[config.mk]
export PLATFORM = sky130hd
export DESIGN_NAME = fuzzy_heating_controller
export DESIGN_NICKNAME = d
export VERILOG_FILES = /design/src/rtl/fhc_pkg.sv /design/src/rtl/fuzzy_heating_controller.sv /design/src/rtl/fhc_ctrl.sv /design/src/rtl/fhc_datapath.sv
export SDC_FILE = /design/constraint.sdc
export NUM_CORES = 2
export LEC_CHECK = 0
export BUFFER_PORTS_ARGS = -buffer_cell sky130_fd_sc_hd__buf_2
export CAP_MARGIN = 20
export CORE_UTILIZATION = 30
export DETAILED_ROUTE_END_ITERATION = 10
export GPL_TIMING_DRIVEN = 0
export PLACE_DENSITY = 0.51
export SLEW_MARGIN = 20
export SYNTH_ARGS = -nofsm -noshare
export SYNTH_HDL_FRONTEND = slang
export SYNTH_SLANG_ARGS = --single-unit
[constraint.sdc]
create_clock -name clk -period 35.4 [get_ports clk]
set_input_delay 0 -clock clk [delete_from_list [all_inputs] [get_ports clk]]
set_output_delay 0 -clock clk [all_outputs]
set_load 0.03 [all_outputs]
[src/rtl/fhc_pkg.sv]
// Shared types, constants and the fuzzify function of the fuzzy heating controller.
package fhc_pkg;

    localparam int FULL_SCALE = 1024;
    localparam int NUM_SETS = 5;
    localparam int MW = $clog2(FULL_SCALE + 1);
    localparam int PW = 28;
    localparam int MUL_AW = 30;
    localparam int MUL_BW = 17;
    localparam int PRODW = MUL_AW + MUL_BW;
    localparam int NUMW = 30;
    localparam int DENW = $clog2(NUM_SETS * FULL_SCALE + 1);
    localparam int QW = 38;
    localparam int DIV_STEPS = QW / 2;
    localparam int CNTW = $clog2(DIV_STEPS);
    localparam int IDXW = 3;
    localparam int CFG_IW = 4;
    localparam int CFG_DW = 16;

    localparam logic [CFG_IW-1:0] REG_ERR_SCALER = 4'd0;
    localparam logic [CFG_IW-1:0] REG_DERR_SCALER = 4'd1;
    localparam logic [CFG_IW-1:0] REG_OUTPUT_SCALER = 4'd2;
    localparam logic [CFG_IW-1:0] REG_CENTER_OM = 4'd3;
    localparam logic [CFG_IW-1:0] REG_CENTER_OS = 4'd4;
    localparam logic [CFG_IW-1:0] REG_CENTER_ZE = 4'd5;
    localparam logic [CFG_IW-1:0] REG_CENTER_US = 4'd6;
    localparam logic [CFG_IW-1:0] REG_CENTER_UM = 4'd7;

    typedef enum logic [2:0] {
        SET_OM = 3'd0,
        SET_OS = 3'd1,
        SET_ZE = 3'd2,
        SET_US = 3'd3,
        SET_UM = 3'd4
    } set_t;

    typedef enum logic [1:0] {
        MUL_ERR,
        MUL_DERR,
        MUL_WEIGHT,
        MUL_SCALE
    } mul_sel_t;

    typedef enum logic [3:0] {
        ST_IDLE,
        ST_MUL_E,
        ST_MUL_D,
        ST_FUZ_D,
        ST_RULE,
        ST_WMUL,
        ST_WACC,
        ST_SMUL,
        ST_DSET,
        ST_DIV,
        ST_DONE
    } state_t;

    typedef struct packed {
        logic            load;
        logic            mul_en;
        mul_sel_t        mul_sel;
        logic            fuz_err;
        logic            fuz_derr;
        logic            rule_en;
        logic            wacc;
        logic            div_init;
        logic            div_step;
        logic            out_load;
        logic [IDXW-1:0] idx;
    } ctl_t;

    typedef logic [NUM_SETS-1:0][MW-1:0] mv_arr_t;

    localparam set_t RULE_TAB [NUM_SETS][NUM_SETS] = '{
        '{SET_UM, SET_UM, SET_UM, SET_US, SET_ZE},
        '{SET_UM, SET_UM, SET_US, SET_ZE, SET_OS},
        '{SET_UM, SET_US, SET_ZE, SET_OS, SET_OM},
        '{SET_US, SET_ZE, SET_OS, SET_OM, SET_OM},
        '{SET_ZE, SET_OS, SET_OM, SET_OM, SET_OM}
    };

    function automatic mv_arr_t fuzzify(input logic signed [PW-1:0] x);
        logic signed [PW-1:0] f1;
        logic signed [PW-1:0] f2;
        logic signed [PW-1:0] d;
        mv_arr_t mv;
        f1 = PW'(FULL_SCALE);
        f2 = PW'(2 * FULL_SCALE);
        mv = '0;
        if (x < -f2)
        begin
            mv[SET_OM] = MW'(FULL_SCALE);
        end
        else if (x < -f1)
        begin
            d = x + f2;
            mv[SET_OM] = MW'(f1 - d);
            mv[SET_OS] = MW'(d);
        end
        else if (x < 0)
        begin
            d = x + f1;
            mv[SET_OS] = MW'(f1 - d);
            mv[SET_ZE] = MW'(d);
        end
        else if (x < f1)
        begin
            mv[SET_ZE] = MW'(f1 - x);
            mv[SET_US] = MW'(x);
        end
        else if (x < f2)
        begin
            d = x - f1;
            mv[SET_US] = MW'(f1 - d);
            mv[SET_UM] = MW'(d);
        end
        else
        begin
            mv[SET_UM] = MW'(FULL_SCALE);
        end
        return mv;
    endfunction

endpackage

[src/rtl/fuzzy_heating_controller.sv]
// Top level of the fuzzy heating controller.
// Each input word passes the shared multiplier and the radix-4 divider in turn; the block takes
// one new word only while it is idle, so a new word waits until the last result is loaded.
// Reset is asynchronous and active low; it loads the register defaults and marks the first step.
module fuzzy_heating_controller (
    input  logic                         clk,
    input  logic                         rst_n,
    input  logic                         in_valid,
    output logic                         in_stall,
    input  logic signed [15:0]           current_temp,
    input  logic signed [15:0]           setpoint,
    input  logic                         restart,
    output logic                         out_valid,
    input  logic                         out_stall,
    output logic signed [23:0]           drive_change,
    output logic                         no_weight,
    input  logic                         cfg_valid,
    output logic                         cfg_ready,
    input  logic [fhc_pkg::CFG_IW-1:0]   cfg_index,
    input  logic [fhc_pkg::CFG_DW-1:0]   cfg_data
);
    import fhc_pkg::*;

    ctl_t ctl;

    assign cfg_ready = 1'b1;

    fhc_ctrl u_ctrl (
        .clk       (clk),
        .rst_n     (rst_n),
        .in_valid  (in_valid),
        .in_stall  (in_stall),
        .out_valid (out_valid),
        .out_stall (out_stall),
        .ctl       (ctl)
    );

    fhc_datapath u_datapath (
        .clk          (clk),
        .rst_n        (rst_n),
        .ctl          (ctl),
        .cfg_valid    (cfg_valid),
        .cfg_index    (cfg_index),
        .cfg_data     (cfg_data),
        .current_temp (current_temp),
        .setpoint     (setpoint),
        .restart      (restart),
        .drive_change (drive_change),
        .no_weight    (no_weight)
    );

endmodule

[src/rtl/fhc_ctrl.sv]
// Sequencing state machine of the fuzzy heating controller.
module fhc_ctrl (
    input  logic          clk,
    input  logic          rst_n,
    input  logic          in_valid,
    output logic          in_stall,
    output logic          out_valid,
    input  logic          out_stall,
    output fhc_pkg::ctl_t ctl
);
    import fhc_pkg::*;

    state_t state_reg;
    state_t state_next;
    logic [CNTW-1:0] cnt_reg;
    logic [CNTW-1:0] cnt_next;
    logic out_valid_reg;
    logic out_valid_next;

    always_ff @(posedge clk or negedge rst_n)
    begin
        if (!rst_n)
        begin
            state_reg <= ST_IDLE;
            cnt_reg <= '0;
            out_valid_reg <= 1'b0;
        end
        else
        begin
            state_reg <= state_next;
            cnt_reg <= cnt_next;
            out_valid_reg <= out_valid_next;
        end
    end

    always_comb
    begin
        state_next = state_reg;
        cnt_next = cnt_reg;
        out_valid_next = out_valid_reg && out_stall;
        ctl = '0;
        ctl.mul_sel = MUL_ERR;
        ctl.idx = cnt_reg[IDXW-1:0];
        case (state_reg)
            ST_IDLE:
            begin
                if (in_valid)
                begin
                    ctl.load = 1'b1;
                    state_next = ST_MUL_E;
                end
            end
            ST_MUL_E:
            begin
                ctl.mul_en = 1'b1;
                ctl.mul_sel = MUL_ERR;
                state_next = ST_MUL_D;
            end
            ST_MUL_D:
            begin
                ctl.mul_en = 1'b1;
                ctl.mul_sel = MUL_DERR;
                ctl.fuz_err = 1'b1;
                state_next = ST_FUZ_D;
            end
            ST_FUZ_D:
            begin
                ctl.fuz_derr = 1'b1;
                cnt_next = '0;
                state_next = ST_RULE;
            end
            ST_RULE:
            begin
                ctl.rule_en = 1'b1;
                if (cnt_reg == CNTW'(NUM_SETS - 1))
                begin
                    cnt_next = '0;
                    state_next = ST_WMUL;
                end
                else
                begin
                    cnt_next = cnt_reg + 1'b1;
                end
            end
            ST_WMUL:
            begin
                ctl.mul_en = 1'b1;
                ctl.mul_sel = MUL_WEIGHT;
                state_next = ST_WACC;
            end
            ST_WACC:
            begin
                ctl.wacc = 1'b1;
                if (cnt_reg == CNTW'(NUM_SETS - 1))
                begin
                    cnt_next = '0;
                    state_next = ST_SMUL;
                end
                else
                begin
                    cnt_next = cnt_reg + 1'b1;
                    state_next = ST_WMUL;
                end
            end
            ST_SMUL:
            begin
                ctl.mul_en = 1'b1;
                ctl.mul_sel = MUL_SCALE;
                state_next = ST_DSET;
            end
            ST_DSET:
            begin
                ctl.div_init = 1'b1;
                cnt_next = '0;
                state_next = ST_DIV;
            end
            ST_DIV:
            begin
                ctl.div_step = 1'b1;
                if (cnt_reg == CNTW'(DIV_STEPS - 1))
                begin
                    cnt_next = '0;
                    state_next = ST_DONE;
                end
                else
                begin
                    cnt_next = cnt_reg + 1'b1;
                end
            end
            ST_DONE:
            begin
                if (!out_valid_reg || !out_stall)
                begin
                    ctl.out_load = 1'b1;
                    out_valid_next = 1'b1;
                    state_next = ST_IDLE;
                end
            end
            default:
            begin
                state_next = ST_IDLE;
            end
        endcase
    end

    assign in_stall = (state_reg != ST_IDLE);
    assign out_valid = out_valid_reg;

endmodule

[src/rtl/fhc_datapath.sv]
// Datapath of the fuzzy heating controller: registers, multiplier, rule unit and divider.
module fhc_datapath (
    input  logic                         clk,
    input  logic                         rst_n,
    input  fhc_pkg::ctl_t                ctl,
    input  logic                         cfg_valid,
    input  logic [fhc_pkg::CFG_IW-1:0]   cfg_index,
    input  logic [fhc_pkg::CFG_DW-1:0]   cfg_data,
    input  logic signed [15:0]           current_temp,
    input  logic signed [15:0]           setpoint,
    input  logic                         restart,
    output logic signed [23:0]           drive_change,
    output logic                         no_weight
);
    import fhc_pkg::*;

    logic [9:0] err_scaler_reg;
    logic [9:0] derr_scaler_reg;
    logic [7:0] output_scaler_reg;
    logic signed [15:0] center_reg [NUM_SETS];

    logic first_reg;
    logic signed [16:0] prev_reg;
    logic signed [16:0] err_reg;
    logic signed [17:0] derr_reg;
    logic signed [PRODW-1:0] prod_reg;
    mv_arr_t m1_reg;
    mv_arr_t m2_reg;
    logic [MW-1:0] ov_reg [NUM_SETS];
    logic signed [NUMW-1:0] num_reg;
    logic [DENW-1:0] den_reg;
    logic neg_reg;
    logic [DENW:0] rem_reg;
    logic [QW-1:0] quo_reg;
    logic signed [23:0] drive_reg;
    logic no_weight_reg;

    logic signed [16:0] err_new;
    logic signed [17:0] derr_new;
    logic signed [MUL_AW-1:0] mul_a;
    logic signed [MUL_BW-1:0] mul_b;
    logic [MW-1:0] best;
    logic [MW-1:0] mn;
    logic [IDXW-1:0] bidx;
    set_t rule_o;
    logic [MW:0] ov_sum;
    logic [MW-1:0] ov_clamped;
    logic [DENW:0] rem_step;
    logic [QW-1:0] quo_step;
    logic [QW-1:0] prod_mag;

    always_ff @(posedge clk or negedge rst_n)
    begin
        if (!rst_n)
        begin
            err_scaler_reg <= 10'd1;
            derr_scaler_reg <= 10'd1;
            output_scaler_reg <= 8'd1;
            center_reg[SET_OM] <= -16'sd2048;
            center_reg[SET_OS] <= -16'sd1024;
            center_reg[SET_ZE] <= 16'sd0;
            center_reg[SET_US] <= 16'sd1024;
            center_reg[SET_UM] <= 16'sd2048;
            first_reg <= 1'b1;
            prev_reg <= '0;
        end
        else
        begin
            if (cfg_valid)
            begin
                case (cfg_index)
                    REG_ERR_SCALER: err_scaler_reg <= cfg_data[9:0];
                    REG_DERR_SCALER: derr_scaler_reg <= cfg_data[9:0];
                    REG_OUTPUT_SCALER: output_scaler_reg <= cfg_data[7:0];
                    REG_CENTER_OM: center_reg[SET_OM] <= cfg_data;
                    REG_CENTER_OS: center_reg[SET_OS] <= cfg_data;
                    REG_CENTER_ZE: center_reg[SET_ZE] <= cfg_data;
                    REG_CENTER_US: center_reg[SET_US] <= cfg_data;
                    REG_CENTER_UM: center_reg[SET_UM] <= cfg_data;
                    default:
                    begin
                    end
                endcase
            end
            if (ctl.load)
            begin
                first_reg <= 1'b0;
                prev_reg <= err_new;
            end
        end
    end

    assign err_new = 17'(setpoint) - 17'(current_temp);
    assign derr_new = (first_reg || restart) ? 18'sd0 : 18'(err_new) - 18'(prev_reg);

    always_comb
    begin
        case (ctl.mul_sel)
            MUL_ERR:
            begin
                mul_a = MUL_AW'(err_reg);
                mul_b = MUL_BW'($signed({1'b0, err_scaler_reg}));
            end
            MUL_DERR:
            begin
                mul_a = MUL_AW'(derr_reg);
                mul_b = MUL_BW'($signed({1'b0, derr_scaler_reg}));
            end
            MUL_WEIGHT:
            begin
                mul_a = MUL_AW'($signed({1'b0, ov_reg[ctl.idx]}));
                mul_b = MUL_BW'(center_reg[ctl.idx]);
            end
            MUL_SCALE:
            begin
                mul_a = num_reg;
                mul_b = MUL_BW'($signed({1'b0, output_scaler_reg}));
            end
            default:
            begin
                mul_a = '0;
                mul_b = '0;
            end
        endcase
    end

    always_comb
    begin
        best = '0;
        bidx = '0;
        for (int j = 0; j < NUM_SETS; j++)
        begin
            mn = (m1_reg[ctl.idx] < m2_reg[j]) ? m1_reg[ctl.idx] : m2_reg[j];
            if (j == 0 || best < mn)
            begin
                best = mn;
                bidx = IDXW'(j);
            end
        end
        rule_o = RULE_TAB[ctl.idx][bidx];
        ov_sum = {1'b0, ov_reg[rule_o]} + {1'b0, best};
        ov_clamped = (ov_sum > (MW + 1)'(FULL_SCALE)) ? MW'(FULL_SCALE) : ov_sum[MW-1:0];
    end

    always_comb
    begin
        rem_step = rem_reg;
        quo_step = quo_reg;
        for (int k = 0; k < 2; k++)
        begin
            rem_step = {rem_step[DENW-1:0], quo_step[QW-1]};
            quo_step = {quo_step[QW-2:0], 1'b0};
            if (rem_step >= {1'b0, den_reg})
            begin
                rem_step = rem_step - {1'b0, den_reg};
                quo_step[0] = 1'b1;
            end
        end
    end

    assign prod_mag = prod_reg[PRODW-1] ? QW'(-prod_reg) : QW'(prod_reg);

    always_ff @(posedge clk)
    begin
        if (ctl.load)
        begin
            err_reg <= err_new;
            derr_reg <= derr_new;
            num_reg <= '0;
            den_reg <= '0;
            for (int i = 0; i < NUM_SETS; i++)
            begin
                ov_reg[i] <= '0;
            end
        end
        if (ctl.mul_en)
        begin
            prod_reg <= PRODW'(mul_a) * PRODW'(mul_b);
        end
        if (ctl.fuz_err)
        begin
            m1_reg <= fuzzify(prod_reg[PW-1:0]);
        end
        if (ctl.fuz_derr)
        begin
            m2_reg <= fuzzify(prod_reg[PW-1:0]);
        end
        if (ctl.rule_en)
        begin
            ov_reg[rule_o] <= ov_clamped;
        end
        if (ctl.wacc)
        begin
            num_reg <= num_reg + prod_reg[NUMW-1:0];
            den_reg <= den_reg + DENW'(ov_reg[ctl.idx]);
        end
        if (ctl.div_init)
        begin
            neg_reg <= prod_reg[PRODW-1];
            quo_reg <= prod_mag;
            rem_reg <= '0;
        end
        if (ctl.div_step)
        begin
            quo_reg <= quo_step;
            rem_reg <= rem_step;
        end
        if (ctl.out_load)
        begin
            if (den_reg == '0)
            begin
                drive_reg <= '0;
                no_weight_reg <= 1'b1;
            end
            else
            begin
                drive_reg <= neg_reg ? quo_reg[23:0] : -quo_reg[23:0];
                no_weight_reg <= 1'b0;
            end
        end
    end

    assign drive_change = drive_reg;
    assign no_weight = no_weight_reg;

endmodule

==> impl_metrics.py <==
metrics = {
    "worst_setup_path": {
        "worst_setup_path_end_kind": "flop",
        "critPathMostFrequentCell": "a21oi_1",
        "cp_max_fo": 10,
        "worst-setup-path-type": "reg2reg",
        "crit_arrival_ps": 21270,
        "path_buf_inv": 13,
        "cpPeakStageDelay_ps": 720,
        "slowest_stage": "clkbuf_1",
        "required_ps": 35910,
        "cp_top_family": "compound AO/OA/AOI/OAI gates",
        "critPathLaunchType": "flop",
    },
    "synthesis": {
        "synth_compound_area_frac": 0.1105,
        "yosysUniqueCellTypes": 78,
        "synth_top_area_frac": 0.2445,
        "synth_top_family_by_area": "adder cells",
        "synth-edff-count": 392,
        "syn-mean-instance-area_um2": 10.07,
        "synth.top_cells.by_area": "edfxtp_1 24%, fa_1 21%, ha_1 8.3%",
        "yosys_warnings": 0,
        "synth_ff_type": "edfxtp_1",
        "synth_mux_area_frac": 0.06271,
        "synth.most_common_cell": "inv_1",
        "synthSimpleGateAreaFrac": 0.1164,
        "ys_ff_latch": 528,
        "synthArstFlopShare": 0.2576,
        "synth_fa_ha_area_frac": 0.2902,
        "ys_top_cells_by_count": "712 x inv_1, 517 x nand2_1, 498 x fa_1",
        "yosys.area.top_type": "edfxtp_1",
        "synth_cells": 4781,
        "syn-cell-area_um2": 48150,
        "synth_xor_area_frac": 0.03329,
        "synth-seq-area-share": 0.3156,
    },
    "routing": {
        "ant_nets": 0,
        "drtPass1Iterations": 6,
        "via_per_inst": 4.937,
        "vias": 35760,
        "wl_per_cell_um": 20.23,
        "drt-initial-drc-count": 2667,
        "wirelength_mm": 146.5,
        "drc": 0,
    },
    "cells_and_area": {
        "fill_cells": 16300,
        "nets": 5996,
        "largest_register_ffs": 88,
        "drive_gt1_frac": 0.08182,
        "area_growth_pct": 13.36,
    },
    "timing": {
        "setup_violations": 0,
        "skew_ps": 20.91,
        "holdWs_ps": 31.13,
        "period_needed_ps": 20760,
        "slew_viol_final": 0,
        "post-route-period-util": 0.5863,
        "finalHoldViolations": 0,
        "worstMarginPinSlew_ps": 1228,
        "rsz0062_at_grt": "no",
        "setup_tns_ps": 0,
        "max_freq_mhz": 48.18,
        "relSlewSlack": 0.1776,
    },
    "cts": {
        "htree_levels": 2,
        "cts_made_buffers": 60,
        "cts_sinks": 528,
        "cts_setup_buffers": 0,
        "path_clk_slew_ps": 70,
        "clock_insertion_delay_worst_skew_ps": 680,
        "post_cts_resized": 0,
        "cts_tree": "done",
        "clockRootBuffer": "clkbuf_16",
        "clk_path_buf_depth": 3,
    },
    "grt": {
        "first_global_vias": 36810,
        "grt_pass1_wl_mm": 223.2,
        "grt_max_degree": 65,
        "grt_usage": 0.1810,
        "grt_remaining_overflow": 0,
        "antenna_found_initial": 3,
    },
    "floorplan": {
        "die_w_um": 402.6,
        "start_util": 0.3029,
        "ios": 86,
        "die_y_um": 402.6,
        "std_cell_rows": 146,
        "core_um2": 158900,
        "die_area_um2": 162100,
    },
    "place": {
        "hpwl_mm": 117.8,
        "portBuffers": 83,
        "gp_congestion": 0.9063,
    },
    "min_path": {
        "hold_path_class": "in2reg",
    },
    "flow_run": {
        "cap_violations": 0,
    },
    "run_status": {
        "outcome": "finished, final reports clean",
    },
}
==> cells by family (layout without fill, tap and decap cells) <==
group           Yosys count  after routing
simple gates           1265           1265
flops                   528            528
other cells               2            121
fa+ha+maj               818            818
mux                     253            253
compound gates          825            825
xor+xnor                183            183
buf+inv                 907           1178
==> layer usage <==
layer  GRT usage  wire length, um  vias up
met5           0                0        -
met4     0.05866             5039        0
met3     0.03549            10050      215
met2      0.2909            66460     1009
met1      0.2437            64960    17810
li1            -                -    16720
==> repair_timing <==
item	in CTS	in global routing
endpoints found under the hold margin	300	0
endpoints found under the setup margin	0	0
hold buffers	54	0
==> worst paths after layout <==
kind                       depth (start not counted)                                     to                              from  slack (ps)
max in group asynchronous                          4          u_ctrl.cnt_reg[2]$_DFFE_PN0P_                             rst_n       34540
max reg2reg                                       71      u_datapath.ov_reg[6][1]$_DFFE_PP_     u_ctrl.cnt_reg[1]$_DFFE_PN0P_       14640
min reg2reg                                        1       u_datapath.first_reg$_DFFE_PN1P_  u_datapath.first_reg$_DFFE_PN1P_         500
min in group asynchronous                          3  u_datapath.center_reg[61]$_DFFE_PN1P_                             rst_n         480
max                                               71      u_datapath.ov_reg[6][1]$_DFFE_PP_     u_ctrl.cnt_reg[1]$_DFFE_PN0P_       14640
min                                                4  u_datapath.center_reg[19]$_DFFE_PN0P_                      cfg_index[3]          30
==> per-stage QoR <==
stage | std cells | util | worst slack (ps) | area [um2]
final | 7243 | 0.3434 | 14640 | 54580
after global routing | 7242 | 0.3434 | 13240 | 54580
after floorplan | 4899 | - | 19200 | 48590
after CTS | 7241 | 0.3433 | 14840 | 54560
after global placement | 7054 | 0.3247 | 13880 | 51600
after detailed placement | 7075 | 0.3273 | 14870 | 52010
==> worst register-to-register path, delay by kind of cell, from the launching register on <==
family          cells  cell delay, ps
mux                 3             840
flops               1             390
simple gates        8            2340
xor+xnor            1             110
buf+inv            13            5560
compound gates     40            9420
fa+ha+maj           6            1950
==> layout by cell type, fill, tap and decap left out, types with 119 or more instances in the layout <==
master / instances
inv_1: 712
conb_1: 120
dfrtp_1: 119
mux2_2: 119
clkbuf_1: 178
ha_1: 320
nand2_1: 516
nor2_1: 387
edfxtp_1: 392
a21oi_1: 221
fa_1: 498
o21ai_0: 201
==> layout make-up <==
type | instances | area (um2) | area share
Multi-Input combinational cell | 3464 | 30100 | 0.5515
Sequential cell | 528 | 15200 | 0.2784
Inverter | 714 | 2680 | 0.04910
Tap cell | 2072 | 2592 | 0.04750
Clock buffer | 80 | 1638 | 0.03001
Timing Repair Buffer | 159 | 1269 | 0.02325
Buffer | 193 | 750.7 | 0.01375
Clock inverter | 32 | 352.8 | 0.006465
Antenna cell | 1 | 2.502 | 0.00004585
Power is not shown: default switching activity piles up to over one toggle a cycle in this logic, so the estimate is an artifact.
